## src/hdl/pbm_pkg.sv

```systemverilog
// shared types and constants for the page bitmap allocator
package pbm_pkg;

    // fixed field widths
    localparam int unsigned PAGE_W  = 16;
    localparam int unsigned COUNT_W = 17;
    localparam int unsigned LIMIT_W = 17;
    localparam int unsigned HINT_W  = 17;
    localparam int unsigned OP_W    = 3;

    // page limit after reset
    localparam logic [LIMIT_W-1:0] LIMIT_RESET = 17'd65536;

    // operation codes
    localparam logic [OP_W-1:0] OP_FREE_ONE   = 3'd0;
    localparam logic [OP_W-1:0] OP_USE_ONE    = 3'd1;
    localparam logic [OP_W-1:0] OP_FREE_RANGE = 3'd2;
    localparam logic [OP_W-1:0] OP_USE_RANGE  = 3'd3;
    localparam logic [OP_W-1:0] OP_QUERY      = 3'd4;
    localparam logic [OP_W-1:0] OP_FILL       = 3'd5;

    // request beat
    typedef struct packed {
        logic [OP_W-1:0]    operation;
        logic [PAGE_W-1:0]  page_number;
        logic [COUNT_W-1:0] range_count;
        logic               fill_value;
    } req_t;

    // result beat
    typedef struct packed {
        logic              ok;
        logic              page_used;
        logic [HINT_W-1:0] next_free_hint;
    } rsp_t;

    // controller states
    typedef enum logic [2:0] {
        ST_SWEEP,
        ST_IDLE,
        ST_WALK_RD,
        ST_WALK_WR,
        ST_FINISH
    } state_t;

endpackage

```

## src/hdl/pbm_ctrl.sv

```systemverilog
// request decode, word walker, fill sweep and hint update
module pbm_ctrl #(
    parameter int unsigned MAX_PAGES = 65536,
    parameter int unsigned WORD_BITS = 64,
    parameter int unsigned ADDR_W    = 10
) (
    input  logic                        aclk,
    input  logic                        aresetn,
    input  logic [pbm_pkg::LIMIT_W-1:0] page_limit,
    input  pbm_pkg::req_t               req,
    input  logic                        req_valid,
    output logic                        req_ready,
    output pbm_pkg::rsp_t               rsp,
    output logic                        rsp_valid,
    input  logic                        rsp_ready,
    output logic                        wr_en,
    output logic [ADDR_W-1:0]           wr_addr,
    output logic [WORD_BITS-1:0]        wr_data,
    output logic                        rd_en,
    output logic [ADDR_W-1:0]           rd_addr,
    input  logic [WORD_BITS-1:0]        rd_data
);

    localparam int unsigned DEPTH  = (MAX_PAGES + WORD_BITS - 1) / WORD_BITS;
    localparam int unsigned OFF_W  = $clog2(WORD_BITS);
    localparam int unsigned K_W    = OFF_W + 1;
    localparam int unsigned CMP_W  =
        ($clog2(MAX_PAGES + 1) > 18) ? $clog2(MAX_PAGES + 1) : 18;
    localparam logic [ADDR_W-1:0] LAST_WORD = ADDR_W'(DEPTH - 1);

    pbm_pkg::state_t state_reg, state_next;

    logic [pbm_pkg::OP_W-1:0]    op_reg;
    logic [pbm_pkg::PAGE_W-1:0]  page_reg;
    logic [pbm_pkg::COUNT_W-1:0] count_reg;
    logic                        fill_reg;
    logic                        ok_reg;
    logic [ADDR_W-1:0]           word_reg;
    logic [OFF_W-1:0]            off_reg;
    logic [pbm_pkg::COUNT_W-1:0] rem_reg;
    logic [ADDR_W-1:0]           sweep_reg;
    logic                        sweep_rsp_reg;
    logic [pbm_pkg::HINT_W-1:0]  hint_reg;

    logic                        accept;
    logic [CMP_W-1:0]            eff_lim;
    logic [CMP_W-1:0]            in_p;
    logic [CMP_W-1:0]            in_n;
    logic                        single_in;
    logic                        range_in;
    logic                        in_ok;
    logic                        in_write;
    logic [pbm_pkg::COUNT_W-1:0] in_cnt;
    logic                        in_walk;
    logic [ADDR_W-1:0]           in_word;
    logic [OFF_W-1:0]            in_off;

    logic [K_W-1:0]              avail;
    logic [K_W-1:0]              take;
    logic                        last;
    logic [WORD_BITS-1:0]        mask;
    logic                        use_op;
    logic                        rsp_fire;
    logic [pbm_pkg::HINT_W-1:0]  hint_new;
    logic [pbm_pkg::HINT_W-1:0]  page_ext;

    assign accept = req_valid && req_ready;

    // bounds check of the incoming beat
    always_comb begin
        eff_lim   = (CMP_W'(page_limit) > CMP_W'(MAX_PAGES)) ? CMP_W'(MAX_PAGES)
                                                            : CMP_W'(page_limit);
        in_p      = CMP_W'(req.page_number);
        in_n      = CMP_W'(req.range_count);
        single_in = in_p < eff_lim;
        range_in  = (in_p + in_n) <= eff_lim;
        in_ok     = 1'b0;
        in_write  = 1'b0;
        in_cnt    = pbm_pkg::COUNT_W'(1);
        unique case (req.operation)
            pbm_pkg::OP_FREE_ONE, pbm_pkg::OP_USE_ONE: begin
                in_ok    = single_in;
                in_write = 1'b1;
            end
            pbm_pkg::OP_FREE_RANGE, pbm_pkg::OP_USE_RANGE: begin
                in_ok    = range_in;
                in_write = 1'b1;
                in_cnt   = req.range_count;
            end
            pbm_pkg::OP_QUERY: begin
                in_ok = single_in;
            end
            pbm_pkg::OP_FILL: begin
                in_ok = 1'b1;
            end
            default: begin
                in_ok = 1'b0;
            end
        endcase
        in_walk = in_ok && in_write && (in_cnt != '0);
        in_word = ADDR_W'(req.page_number / WORD_BITS);
        in_off  = OFF_W'(req.page_number % WORD_BITS);
    end

    // bits of the current word covered by the walk
    always_comb begin
        avail  = K_W'(WORD_BITS) - K_W'(off_reg);
        last   = rem_reg <= pbm_pkg::COUNT_W'(avail);
        take   = last ? K_W'(rem_reg) : avail;
        use_op = (op_reg == pbm_pkg::OP_USE_ONE) || (op_reg == pbm_pkg::OP_USE_RANGE);
        for (int j = 0; j < WORD_BITS; j++) begin
            mask[j] = (K_W'(j) >= K_W'(off_reg)) && (K_W'(j) < (K_W'(off_reg) + take));
        end
    end

    // hint after the current operation
    always_comb begin
        page_ext = pbm_pkg::HINT_W'(page_reg);
        hint_new = hint_reg;
        if (ok_reg) begin
            unique case (op_reg)
                pbm_pkg::OP_FREE_ONE, pbm_pkg::OP_FREE_RANGE: begin
                    if (page_ext < hint_reg) begin
                        hint_new = page_ext;
                    end
                end
                pbm_pkg::OP_USE_ONE: begin
                    if (page_ext == hint_reg) begin
                        hint_new = page_ext + pbm_pkg::HINT_W'(1);
                    end
                end
                pbm_pkg::OP_USE_RANGE: begin
                    if (page_ext <= hint_reg) begin
                        hint_new = page_ext + count_reg;
                    end
                end
                pbm_pkg::OP_FILL: begin
                    hint_new = '0;
                end
                default: begin
                    hint_new = hint_reg;
                end
            endcase
        end
    end

    // next state
    always_comb begin
        state_next = state_reg;
        unique case (state_reg)
            pbm_pkg::ST_SWEEP: begin
                if (sweep_reg == LAST_WORD) begin
                    state_next = sweep_rsp_reg ? pbm_pkg::ST_FINISH : pbm_pkg::ST_IDLE;
                end
            end
            pbm_pkg::ST_IDLE: begin
                if (req_valid) begin
                    if (req.operation == pbm_pkg::OP_FILL) begin
                        state_next = pbm_pkg::ST_SWEEP;
                    end else if (in_walk) begin
                        state_next = pbm_pkg::ST_WALK_WR;
                    end else begin
                        state_next = pbm_pkg::ST_FINISH;
                    end
                end
            end
            pbm_pkg::ST_WALK_RD: begin
                state_next = pbm_pkg::ST_WALK_WR;
            end
            pbm_pkg::ST_WALK_WR: begin
                if (!last) begin
                    state_next = pbm_pkg::ST_WALK_RD;
                end else if (rsp_ready) begin
                    state_next = pbm_pkg::ST_IDLE;
                end else begin
                    state_next = pbm_pkg::ST_FINISH;
                end
            end
            pbm_pkg::ST_FINISH: begin
                if (rsp_ready) begin
                    state_next = pbm_pkg::ST_IDLE;
                end
            end
            default: begin
                state_next = pbm_pkg::ST_IDLE;
            end
        endcase
    end

    // outputs: memory ports, handshakes and result
    always_comb begin
        req_ready = state_reg == pbm_pkg::ST_IDLE;
        rsp_valid = (state_reg == pbm_pkg::ST_FINISH) ||
                    ((state_reg == pbm_pkg::ST_WALK_WR) && last);
        rd_en     = accept || (state_reg == pbm_pkg::ST_WALK_RD);
        rd_addr   = (state_reg == pbm_pkg::ST_IDLE) ? in_word : word_reg;
        wr_en     = (state_reg == pbm_pkg::ST_SWEEP) || (state_reg == pbm_pkg::ST_WALK_WR);
        wr_addr   = word_reg;
        wr_data   = use_op ? (rd_data | mask) : (rd_data & ~mask);
        if (state_reg == pbm_pkg::ST_SWEEP) begin
            wr_addr = sweep_reg;
            wr_data = {WORD_BITS{fill_reg}};
        end
        rsp.ok             = ok_reg;
        rsp.page_used      = (op_reg == pbm_pkg::OP_QUERY) && ok_reg && rd_data[off_reg];
        rsp.next_free_hint = hint_new;
    end

    assign rsp_fire = rsp_valid && rsp_ready;

    // control registers, reset starts the sweep pass with all ones
    always_ff @(posedge aclk) begin
        if (!aresetn) begin
            state_reg     <= pbm_pkg::ST_SWEEP;
            sweep_reg     <= '0;
            sweep_rsp_reg <= 1'b0;
            fill_reg      <= 1'b1;
            hint_reg      <= '0;
        end else begin
            state_reg <= state_next;
            if (state_reg == pbm_pkg::ST_SWEEP) begin
                sweep_reg <= sweep_reg + ADDR_W'(1);
            end
            if (accept) begin
                sweep_reg     <= '0;
                sweep_rsp_reg <= 1'b1;
                fill_reg      <= req.fill_value;
            end
            if (rsp_fire) begin
                hint_reg <= hint_new;
            end
        end
    end

    // request capture and walk cursor
    always_ff @(posedge aclk) begin
        if (accept) begin
            op_reg    <= req.operation;
            page_reg  <= req.page_number;
            count_reg <= req.range_count;
            ok_reg    <= in_ok;
            word_reg  <= in_word;
            off_reg   <= in_off;
            rem_reg   <= in_cnt;
        end else if (state_reg == pbm_pkg::ST_WALK_WR) begin
            word_reg <= word_reg + ADDR_W'(1);
            off_reg  <= '0;
            rem_reg  <= rem_reg - pbm_pkg::COUNT_W'(take);
        end
    end

endmodule

```

## config.mk

```make
export PLATFORM = sky130hd
export DESIGN_NAME = pbm_ctrl
export DESIGN_NICKNAME = d
export VERILOG_FILES = /design/src/hdl/pbm_pkg.sv /design/src/hdl/pbm_ctrl.sv
export SDC_FILE = /design/constraint.sdc
export NUM_CORES = 1
export LEC_CHECK = 0
export BUFFER_PORTS_ARGS = -buffer_cell sky130_fd_sc_hd__buf_2
export CELL_PAD_IN_SITES_DETAIL_PLACEMENT = 0
export CELL_PAD_IN_SITES_GLOBAL_PLACEMENT = 1
export CORE_ASPECT_RATIO = 1.75
export CORE_UTILIZATION = 33
export DETAILED_ROUTE_END_ITERATION = 7
export PLACE_DENSITY = 0.66
export SYNTH_ARGS = -nofsm -noshare
export SYNTH_HDL_FRONTEND = slang
export SYNTH_SLANG_ARGS = --single-unit
```

## constraint.sdc

```tcl
create_clock -name aclk -period 8.3 [get_ports aclk]
set_clock_uncertainty 0.15 [all_clocks]
set_input_delay 0.415 -clock aclk [delete_from_list [all_inputs] [get_ports aclk]]
set_output_delay 0.415 -clock aclk [all_outputs]
set_load 0.02 [all_outputs]
```

## Yosys cells after proc, flatten, opt, wreduce, memory -nomap -nowiden

Cells that the tools add are included.

- Muxes and demuxes: 31
- Equal/unequal tests: 19
- Magnitude comparators: 134
- Add/sub/neg operators: 8
- Bitwise logic cells: 4
- Reduce and logical (&&, ||, !) cells: 85

Operator list:

| kind | count |
|---|---|
| less-than comparator 6 x 7 -> 1 bit (first input constant) | 32 |
| >= comparator 6 bit (first input constant) | 31 |
| two-way mux 17 bit | 8 |
| two-way mux 64 bit | 2 |
| less-than comparator 5 x 7 -> 1 bit (first input constant) | 16 |
| >= comparator 5 x 6 -> 1 bit (first input constant) | 16 |
| logical AND 1 bit | 70 |
| case mux 17 bit (4 select lines) | 1 |
| AND 64 bit | 1 |
| NOT 64 bit | 1 |
| OR 64 bit | 1 |
| less-than comparator 4 x 7 -> 1 bit (first input constant) | 8 |
| >= comparator 4 x 6 -> 1 bit (first input constant) | 8 |
| two-way mux 10 bit | 4 |
| less-than comparator 16 x 17 -> 1 bit | 2 |
| less-than comparator 3 x 7 -> 1 bit (first input constant) | 4 |
| >= comparator 3 x 6 -> 1 bit (first input constant) | 4 |
| two-way mux 3 bit | 8 |
| adder 10 x 1 -> 10 bit (second input constant) | 2 |
| adder 16 x 17 -> 18 bit | 1 |
| == test 3 x 2 -> 1 bit (second input constant) | 6 |
| <= comparator 18 x 17 -> 1 bit | 1 |
| adder 16 x 1 -> 17 bit (second input constant) | 1 |
| adder 16 x 17 -> 17 bit | 1 |
| other kinds (31) | 52 |

- Word-level logic and storage cells: 293
- Bits in registers: 102
- Output and inout port bits: 107
- Input port bits: 122

## Longest topological paths before layout

Gate-level depths: netlist of run 1.

- Depth in word-level cells: 10
- Depth in mapped cells: 28

## Least setup slack after synthesis of run 1

Ideal clock, no wire load.

- Path kind: register -> output
- Start point: register off_reg[0]
- End point: output port wr_data[17]
- Data arrival time: 6.528 ns
- Required time: 7.735 ns
- Slack: 1.207 ns
- Path buffers: 4
- Cell stages (with the launch flop): 28
- Cells stage by stage: edfxtp_1 -> clkbuf_1 -> clkbuf_1 -> inv_1 -> ha_1 -> nand2_1 -> xnor2_1 -> inv_1 -> ha_1 -> or4_1 -> o21ai_0 -> o21a_4 -> clkbuf_1 -> nand2_1 -> o21ai_0 -> ha_1 -> inv_1 -> fa_1 -> nand2b_1 -> a21oi_1 -> a21o_1 -> a21oi_1 -> or3_1 -> mux2i_2 -> or2_2 -> buf_2 -> o21ai_0 -> a31oi_1

- Longest elaborated chain between the ends: 10
- Elaborated cells on any way between the ends: 12

RTL lines:

| element | RTL line | source |
|---|---|---|
| start, declared | pbm_ctrl.sv:39 | `logic [OFF_W-1:0] off_reg;` |
| start signal, assigned | pbm_ctrl.sv:243 | `off_reg <= in_off;` |
| subtractor 7 x 6 -> 7 bit | pbm_ctrl.sv:107 | `avail = K_W'(WORD_BITS) - K_W'(off_reg);` |
| <= comparator 17 x 7 -> 1 bit | pbm_ctrl.sv:108 | `last = rem_reg <= pbm_pkg::COUNT_W'(avail);` |
| two-way mux 7 bit | pbm_ctrl.sv:109 | `take = last ? K_W'(rem_reg) : avail;` |
| adder 6 x 7 -> 7 bit | pbm_ctrl.sv:112 | `mask[j] = (K_W'(j) >= K_W'(off_reg)) && (K_W'(j) < (K_W'(off_reg) + take));` |
| less-than comparator 5 x 7 -> 1 bit | pbm_ctrl.sv:112 |  |
| logical AND 1 bit * | pbm_ctrl.sv:112 |  |
| NOT 64 bit | pbm_ctrl.sv:199 | `wr_data = use_op ? (rd_data \| mask) : (rd_data & ~mask);` |
| AND 64 bit | pbm_ctrl.sv:199 |  |
| two-way mux 64 bit * | pbm_ctrl.sv:199 |  |
| two-way mux 64 bit * | pbm_ctrl.sv:200 | `if (state_reg == pbm_pkg::ST_SWEEP) begin` |
| end, declared | pbm_ctrl.sv:18 | `output logic [WORD_BITS-1:0] wr_data,` |

Mark *: on every way between the ends. The rest lies on a longest branch, timed or not.

## Final worst setup path of run 1

- Start point: register off_reg[3]
- End point: output port wr_data[16]

The elaborated chain is that of the path after synthesis.

==> results of run 1 <==
metal layers:
metal  wire (µm)  track usage, %
met1       18100            27.3
met2       25700            50.2
met3        2250            3.01
met4        3620            19.5
met5           0               0
power groups by stage:
stage / sequential, mW / clock (mW) / combinational (mW)
2_1_floorplan: 0.553 / 0 / 0.118
3_3_place_gp: 0.553 / 0 / 0.213
3_5_place_dp: 0.553 / 0 / 0.216
4_1_cts: 0.542 / 0.451 / 0.217
5_1_grt: 0.542 / 0.464 / 0.237
6_report: 0.542 / 0.442 / 0.217
worst paths after layout:
path	startpoint	end	slack (ns)	cells past startpoint
max reg2reg	off_reg[3]$_SDFFCE_PN0P_	rem_reg[14]$_DFFE_PP_	2.19	23
max	off_reg[3]$_SDFFCE_PN0P_	wr_data[16]	0.65	23
min	req[0]	fill_reg$_SDFFE_PN1P_	0.11	3
min reg2reg	sweep_reg[1]$_SDFFE_PP0P_	sweep_reg[1]$_SDFFE_PP0P_	0.35	2
Yosys cell counts, types with 9 or more instances:
library cell and instances:
nand2_1 157, nor2_1 143, a21oi_1 120, o21ai_0 116, ha_1 106, clkbuf_1 72
edfxtp_1 70, inv_1 64, nor3_1 62, xnor2_1 51, a211oi_1 50, nand3_1 50
xor2_1 33, dfxtp_1 32, a31oi_1 29, a21o_1 24, mux2_2 22, mux4_2 20
mux2i_1 19, nor2b_1 18, nor4_1 18, or3_1 16, and3_1 15, o22ai_1 15
nand4_1 14, o21a_1 14, nand2b_1 11, buf_1 9, o31ai_1 9
metrics by stage:
step           setup slack (ns)  cells
2_1_floorplan              1.21   1506
3_3_place_gp               1.13   2145
3_5_place_dp               1.11   2145
4_1_cts                   0.694   2161
5_1_grt                   0.149   2161
6_report                  0.650   2161
cell families after synthesis:
family                     share of synthesized area (%)
AOI/OAI and AO/OA                                   24.3
xor gates and xnor gates                            6.37
adders and majority gates                           11.9
buffers and inverters                               4.87
DFF                                                 23.2
muxes                                               7.76
and+or+nand+nor                                     21.6
final cells by class:
type	instances	area (µm²)
clock buffer	10	229
clock inverter	6	67.6
fill	3698	21400
inverter	66	248
multi-input combinational	1253	8500
sequential	102	2740
tap	465	582
timing repair buffer	259	1370
critical path, delay by kind of cell (launching register included):
family	cells	cell delay [ns]
mux	1	0.61
xor+xnor	2	0.66
buf+inv	3	0.33
compound gates	6	1.25
simple gates	8	2.42
fa+ha+maj	3	0.85
flops	1	0.59
==> flow_metrics.tcl, run 1 <==
set metrics [dict create \
    maxClockFrequency_mhz 131 \
    p_comb_share_pct 18.1 \
    clk_pin_slew_ns 0.08 \
    wl_per_cell_um 23.0 \
    grt_usage_pct 26.8 \
    status "completed" \
    setup_viol 0 \
    num_antenna_cells 0 \
    path_cells "nor2_1 -> nand2_1 -> nor3_1 -> xnor2_1 -> inv_1 -> ha_1 -> or4_1 -> o21ai_0 -> o21a_4 -> nand2_1 -> o21ai_0 -> ha_1 -> inv_1 -> fa_1 -> nand2b_1 -> a21oi_1 -> xnor2_1 -> nand3_1 -> mux2i_2 -> or2_2 -> o21ai_0 -> a31oi_1 -> buf_2" \
    swShare_pct 27.8 \
    final_common_cell "buf_2" \
    viasPerCell 5.82 \
    drive_gt1_share_pct 20.0 \
    vias 12600 \
    leakage_nw 5.41 \
    crit_slowest_cell "nor2_1" \
    dieArea_mm2 0.0366 \
    gp_congestion 1.03 \
    yosysWarnings 0 \
    ys_async_sr_fraction_pct 0 \
    timing.setup.tns_ns 0 \
    coreArea_mm2 0.0352 \
    peakVddDrop_uv 105 \
    grt_pass1_vias 12500 \
    netlist_instances 1506 \
    clock-root-buffer "clkbuf_16" \
    end_kind "output port" \
    synth_area_mm2 0.0118 \
    intPower_mw 0.868 \
    cpPeakStageDelay_ns 0.65 \
    finish.utilization_pct 39.1 \
    dr.pass1.iters 5 \
    power_mw 1.20 \
    cts_max_level 3 \
    syn_area_per_cell_um2 7.84 \
    post_cts_buffers 0 \
    clkPwrFrac_pct 36.8 \
    min_path_type "in2reg" \
    worst_pin_slew_ns 1.10 \
    yosysTopAreaCell "edfxtp_1" \
    rsz0062_at_grt "false" \
    area_delta_synth_final_pct 16.5 \
    final_cell_mix "228 x buf_2, 157 x nand2_1, 141 x nor2_1" \
    seqPwrFrac_pct 45.1 \
    cp.required_ns 7.74 \
    fin_nets 1923 \
    antenna_left 0 \
    cp.arrival_ns 7.08 \
    wl_um 49700 \
    slew_headroom_pct 26.3 \
    antenna_found_initial 0 \
    holdBufCountCts 0 \
    cp_common_cell "o21ai_0" \
    hpwl_um 39900 \
    hold_viol 0 \
    cts_tree "built" \
    synth_top_area_share_pct 17.8 \
    clock_latency_ns 0.37 \
    switchingPower_mw 0.334 \
    drv_cap 0 \
    criticalPathCategory "reg2out" \
    die_h_um 252 \
    die_w_um 145 \
    post_cts_resize_count 0 \
    fin_crit_sh_pct 92.2 \
    initial_core_util_pct 33.5 \
    drv_slew 0 \
    ys_ff_latch 102 \
    power_density_mw_per_mm2 87.4 \
    io_buffers 228 \
    io_pins 229 \
    drt_first_iter_violations 590 \
    clockBufferDepth 2 \
    holdWs_ns 0.108 \
    drc 0 \
    dpl_cell_area_mm2 0.0134 \
    synth-edff-count 70 \
    overflow 0 \
    design_area_mm2 0.0137 \
    layout_min_cycle_time_ns 7.65 \
    ys_top_cells_by_area "edfxtp_1 18%, ha_1 11%, dfxtp_1 5.4%, a21oi_1 5.1%, nand2_1 5.0%" \
    worstSetupStartpointType "register" \
    grt_start_max_net_pins 71 \
    cp_max_fo 14 \
    cts_sinks 102 \
    yosysSeqAreaShare_pct 23.2 \
    synth_ff_type "edfxtp_1" \
    yosysUniqueCellTypes 76 \
    grt_pass1_wl_um 74400 \
    rows 91 \
    synthesis.nets 1738 \
    cts_buffers 9 \
]
Note: power is estimated with default switching activity, not from simulation.
==> run 2: changes to the inputs <==
CTS_BUF_LIST = sky130_fd_sc_hd__clkbuf_8   (was default)
==> run 2 against run 1 <==
  * Sequential share of layout area grew 0.14 points
  * Largest power group unchanged
  * Wire length rose by 0.11%
  * Worst setup slack gained 0.18 ns
  * Power decreased by 9.0%
  * Largest cell class unchanged
  * Non-clock buffer count unchanged
  * Critical path type unchanged
  * Combinational power is essentially flat
  * Worst hold slack worse by 0.045 ns
  * Fmax rose by 2.3%
  * First-iteration DRC count shrank 2.2%
==> flow_metrics.tcl, run 2 (synthesis results as in run 1) <==
set metrics [dict create \
    critPathBufInv 3 \
    cp_max_fo 14 \
    power_mw 1.09 \
    io_buffers 228 \
    hpwl_um 39900 \
    clock_latency_ns 0.41 \
    leakage_nw 5.37 \
    worst_pin_slew_ns 1.07 \
    die_w_um 145 \
    hold_viol 0 \
    cts_max_level 3 \
    rows 91 \
    cpPeakStageDelay_ns 0.61 \
    peakVddDrop_uv 67.4 \
    final_cell_mix "228 x buf_2, 157 x nand2_1, 140 x nor2_1" \
    setup_viol 0 \
    criticalPathCategory "reg2out" \
    dieArea_mm2 0.0366 \
    path_cells "nor2_2 -> nand2_1 -> nor3_1 -> xnor2_1 -> inv_1 -> ha_1 -> or4_1 -> o21ai_0 -> o21a_4 -> nand2_1 -> o21ai_0 -> ha_1 -> inv_1 -> fa_1 -> nand2b_1 -> a21oi_1 -> a21o_1 -> a21oi_1 -> or3_1 -> mux2i_2 -> or2_2 -> o21ai_0 -> a31oi_1 -> buf_2" \
    antenna_found_initial 1 \
    overflow 0 \
    clockBufferDepth 2 \
    cp.required_ns 7.74 \
    cts_buffers 9 \
    cts_tree "built" \
    gp_congestion 1.03 \
    vias 12600 \
    layout_min_cycle_time_ns 7.47 \
    fin_ws_ns 0.826 \
    final_common_cell "buf_2" \
    clk_pin_slew_ns 0.11 \
    post_cts_buffers 0 \
    dp_slack_ns 1.11 \
    cp_common_cell "o21ai_0" \
    clock-root-buffer "clkbuf_8" \
    fin_nets 1923 \
    cts_sinks 102 \
    antenna_left 0 \
    min_path_type "in2reg" \
    timing.setup.tns_ns 0 \
    crit_family "simple AND/OR/NAND/NOR gates" \
    grt_pass1_vias 12500 \
    grt_start_max_net_pins 71 \
    worstSetupStartpointType "register" \
    die_h_um 252 \
    slew_headroom_pct 28.6 \
    cp.arrival_ns 6.91 \
    drv_cap 0 \
    initial_core_util_pct 33.5 \
    status "completed" \
    maxClockFrequency_mhz 134 \
    drive_gt1_share_pct 20.0 \
    grt_usage_pct 26.8 \
    drt_first_iter_violations 577 \
    wl_um 49700 \
    rsz0062_at_grt "false" \
    coreArea_mm2 0.0352 \
    end_kind "output port" \
    drv_slew 0 \
    area_delta_synth_final_pct 15.7 \
    drc 0 \
    dr.pass1.iters 6 \
    viasPerCell 5.81 \
    wl_per_cell_um 23.0 \
    power_density_mw_per_mm2 80.1 \
    holdWs_ns 0.0629 \
    crit_slowest_cell "edfxtp_1" \
    io_pins 229 \
    fin_crit_sh_pct 90.0 \
    grt_pass1_wl_um 74500 \
]
run 2: final timing paths:
check / end / cells past startpoint / slack, ns / from
worst min-delay path: fill_reg$_SDFFE_PN1P_ / 3 / 0.06 / req[0]
worst max-delay path: wr_data[16] / 24 / 0.83 / off_reg[3]$_SDFFCE_PN0P_
worst max register to register: rem_reg[14]$_DFFE_PP_ / 23 / 2.42 / off_reg[3]$_SDFFCE_PN0P_
worst min register to register: sweep_reg[1]$_SDFFE_PP0P_ / 2 / 0.36 / sweep_reg[1]$_SDFFE_PP0P_
run 2: layout make-up:
cell class | instances | area (µm²)
Tap cell | 465 | 582
Clock buffer | 9 | 124
Multi-Input combinational cell | 1253 | 8510
Sequential cell | 102 | 2740
Antenna cell | 1 | 2.50
Timing Repair Buffer | 259 | 1370
Fill cell | 3709 | 21500
Inverter | 66 | 248
Clock inverter | 7 | 71.3
run 2: worst min-delay path, cell delays in order:
cell	delay [ns]
buf_2	0.08
nand2_1	0.04
nand3_1	0.07
run 2: per-stage QoR:
step / area [µm²] / utilization, % / instances
floorplan: 11800 / - / 1506
CTS: 13600 / 38.8 / 2161
finish: 13600 / 38.8 / 2162
global placement: 13400 / 38.2 / 2145
detailed placement: 13400 / 38.2 / 2145
global route: 13600 / 38.8 / 2162
run 2: what timing repair did:
item,4_1_cts,5_1_grt
endpoints found under the setup margin,0,1
gates resized for setup,0,1
hold endpoints to repair,0,0
hold buffers,0,0
run 2: layer usage:
metal  GRT usage [%]  vias to the layer above  part of all wire (%)
met2            50.3                      516                    52
met4            19.0                        0                   7.2
li1                -                     5963                     -
met1            27.4                     5945                    36
met3            2.96                      134                   4.6
met5               0                        -                     0
run 2: power breakdown:
part / leakage [nW] / internal, mW / switching [mW]
Clock: 0.103 / 0.141 / 0.194
Sequential: 0.895 / 0.540 / 0.00154
Combinational: 4.37 / 0.0909 / 0.126
==> run 3: changes to the inputs <==
CELL_PAD_IN_SITES_GLOBAL_PLACEMENT = 2   (was 1)
PLACE_DENSITY = 0.81   (was 0.66)
==> run 3 against run 2 <==
  * Power hardly changed
  * Global-route usage rose by 0.10 points
  * Critical path depth decreased by 2
  * Count of clock-buffer cells in the layout unchanged
  * Critical endpoint is now wr_data[8]
  * Worst hold slack improved by 0.018 ns
  * Die area stayed put
==> flow_metrics.tcl, run 3 (synthesis results as in run 1) <==
set metrics [dict create \
    status "completed" \
    timing.setup.tns_ns 0 \
    vias 12600 \
    fin_nets 1921 \
    hold_depth 1 \
    fin_crit_sh_pct 94.6 \
    drc 0 \
    maxClockFrequency_mhz 127 \
    area_delta_synth_final_pct 15.6 \
    min_path_type "in2reg" \
    rsz0062_at_grt "false" \
    end_kind "output port" \
    crit_cells 22 \
    cts_tree "built" \
    gp_congestion 1.02 \
    cts_buffers 9 \
    leakage_nw 5.36 \
    hold_viol 0 \
    io_buffers 228 \
    post_cts_resize_count 0 \
    cp_max_fo 14 \
    cp.required_ns 7.74 \
    clock_latency_ns 0.42 \
    grt_usage_pct 26.9 \
    critPathBufInv 3 \
    drv_slew 0 \
    die_h_um 252 \
    multi_input_area_mm2 0.00851 \
    clockBufferDepth 2 \
    layout_min_cycle_time_ns 7.85 \
    clock-root-buffer "clkbuf_8" \
    setup_viol 0 \
    power_mw 1.09 \
    final_common_cell "buf_2" \
    path_cells "nor2_1 -> nand2_1 -> nor3_1 -> xnor2_1 -> inv_1 -> ha_1 -> or4_1 -> o21ai_0 -> o21a_4 -> nand2_1 -> o21ai_0 -> ha_1 -> inv_1 -> fa_1 -> nand2b_1 -> a21oi_1 -> xnor2_1 -> nand3_1 -> mux2i_2 -> a221oi_1 -> a211oi_1 -> buf_2" \
    clk_pin_slew_ns 0.11 \
    dp_slack_ns 0.986 \
    wl_per_cell_um 23.0 \
    dr.pass1.iters 5 \
    antenna_left 0 \
    cpPeakStageDelay_ns 0.67 \
    cts_sinks 102 \
    io_pins 229 \
    antenna_found_initial 1 \
    grt_start_max_net_pins 70 \
    criticalPathCategory "reg2out" \
    rows 91 \
    drv_cap 0 \
    power_density_mw_per_mm2 80.1 \
    fin_ws_ns 0.449 \
    drt_first_iter_violations 640 \
    grt_pass1_vias 12800 \
    hpwl_um 39400 \
    initial_core_util_pct 33.5 \
    slew_headroom_pct 22.5 \
    crit_family "simple AND/OR/NAND/NOR gates" \
    dieArea_mm2 0.0366 \
    grt_pass1_wl_um 75100 \
    final_cell_mix "228 x buf_2, 157 x nand2_1, 141 x nor2_1" \
    seq_area_mm2 0.00274 \
    cp.arrival_ns 7.29 \
    drive_gt1_share_pct 20.0 \
    worst_pin_slew_ns 1.15 \
    reg2regPathDepth 23 \
    holdBufCountCts 0 \
    crit_slowest_cell "edfxtp_1" \
    worstSetupStartpointType "register" \
    viasPerCell 5.84 \
    wl_um 49600 \
    fillers 3748 \
    die_w_um 145 \
    overflow 0 \
    post_cts_buffers 0 \
    cts_max_level 3 \
    coreArea_mm2 0.0352 \
    peakVddDrop_uv 65.8 \
]
[run 3: cell count changes in the layout (fill, tap and decap cells not counted), sizes merged]
cell and delta:
inv +3, clkinvlp -1, clkinv -1, buf -2, bufinv -1
[run 3: area by class of cell]
type	instances	share of cell area (%)
diodes	1	0.0183
clock buffers	9	0.908
clock inverters	7	0.559
inverters	66	1.82
multi-input cells	1253	62.4
flip-flops and latches	102	20.1
well taps	465	4.26
repair buffers	257	9.96
[run 3: metal layers]
metal  vias up  global-route usage [%]  part of all wire, %
met5         -                       0                    0
met4         0                    18.4                  6.5
met3       142                    3.14                  5.2
met2       544                    50.2                   52
met1      5948                    28.0                   36
li1       5971                       -                    -
[run 3: through the flow]
stage | utilization [%] | area (µm²) | hold slack [ns] | std cells
floorplan | - | 11800 | 0.291 | 1506
global placement | 38.2 | 13400 | 0.323 | 2143
detailed placement | 38.2 | 13400 | 0.322 | 2143
CTS | 38.8 | 13600 | 0.0485 | 2159
global route | 38.8 | 13600 | 0.0573 | 2160
finish | 38.8 | 13600 | 0.0809 | 2160
[run 3: path summary, 6_finish.rpt]
path,slack (ns),end,from
setup / recovery,0.45,wr_data[8],off_reg[2]$_SDFFCE_PN0P_
hold reg to reg,0.36,sweep_rsp_reg$_SDFFE_PN0P_,sweep_rsp_reg$_SDFFE_PN0P_
hold / removal,0.08,op_reg[0]$_DFFE_PP_,req[34]
setup reg to reg,2.19,rem_reg[14]$_DFFE_PP_,off_reg[2]$_SDFFCE_PN0P_
[run 3: where the power goes]
part	switching (mW)	internal (mW)
Sequential	0.00159	0.540
Combinational	0.126	0.0909
Clock	0.212	0.122
Total	0.339	0.753
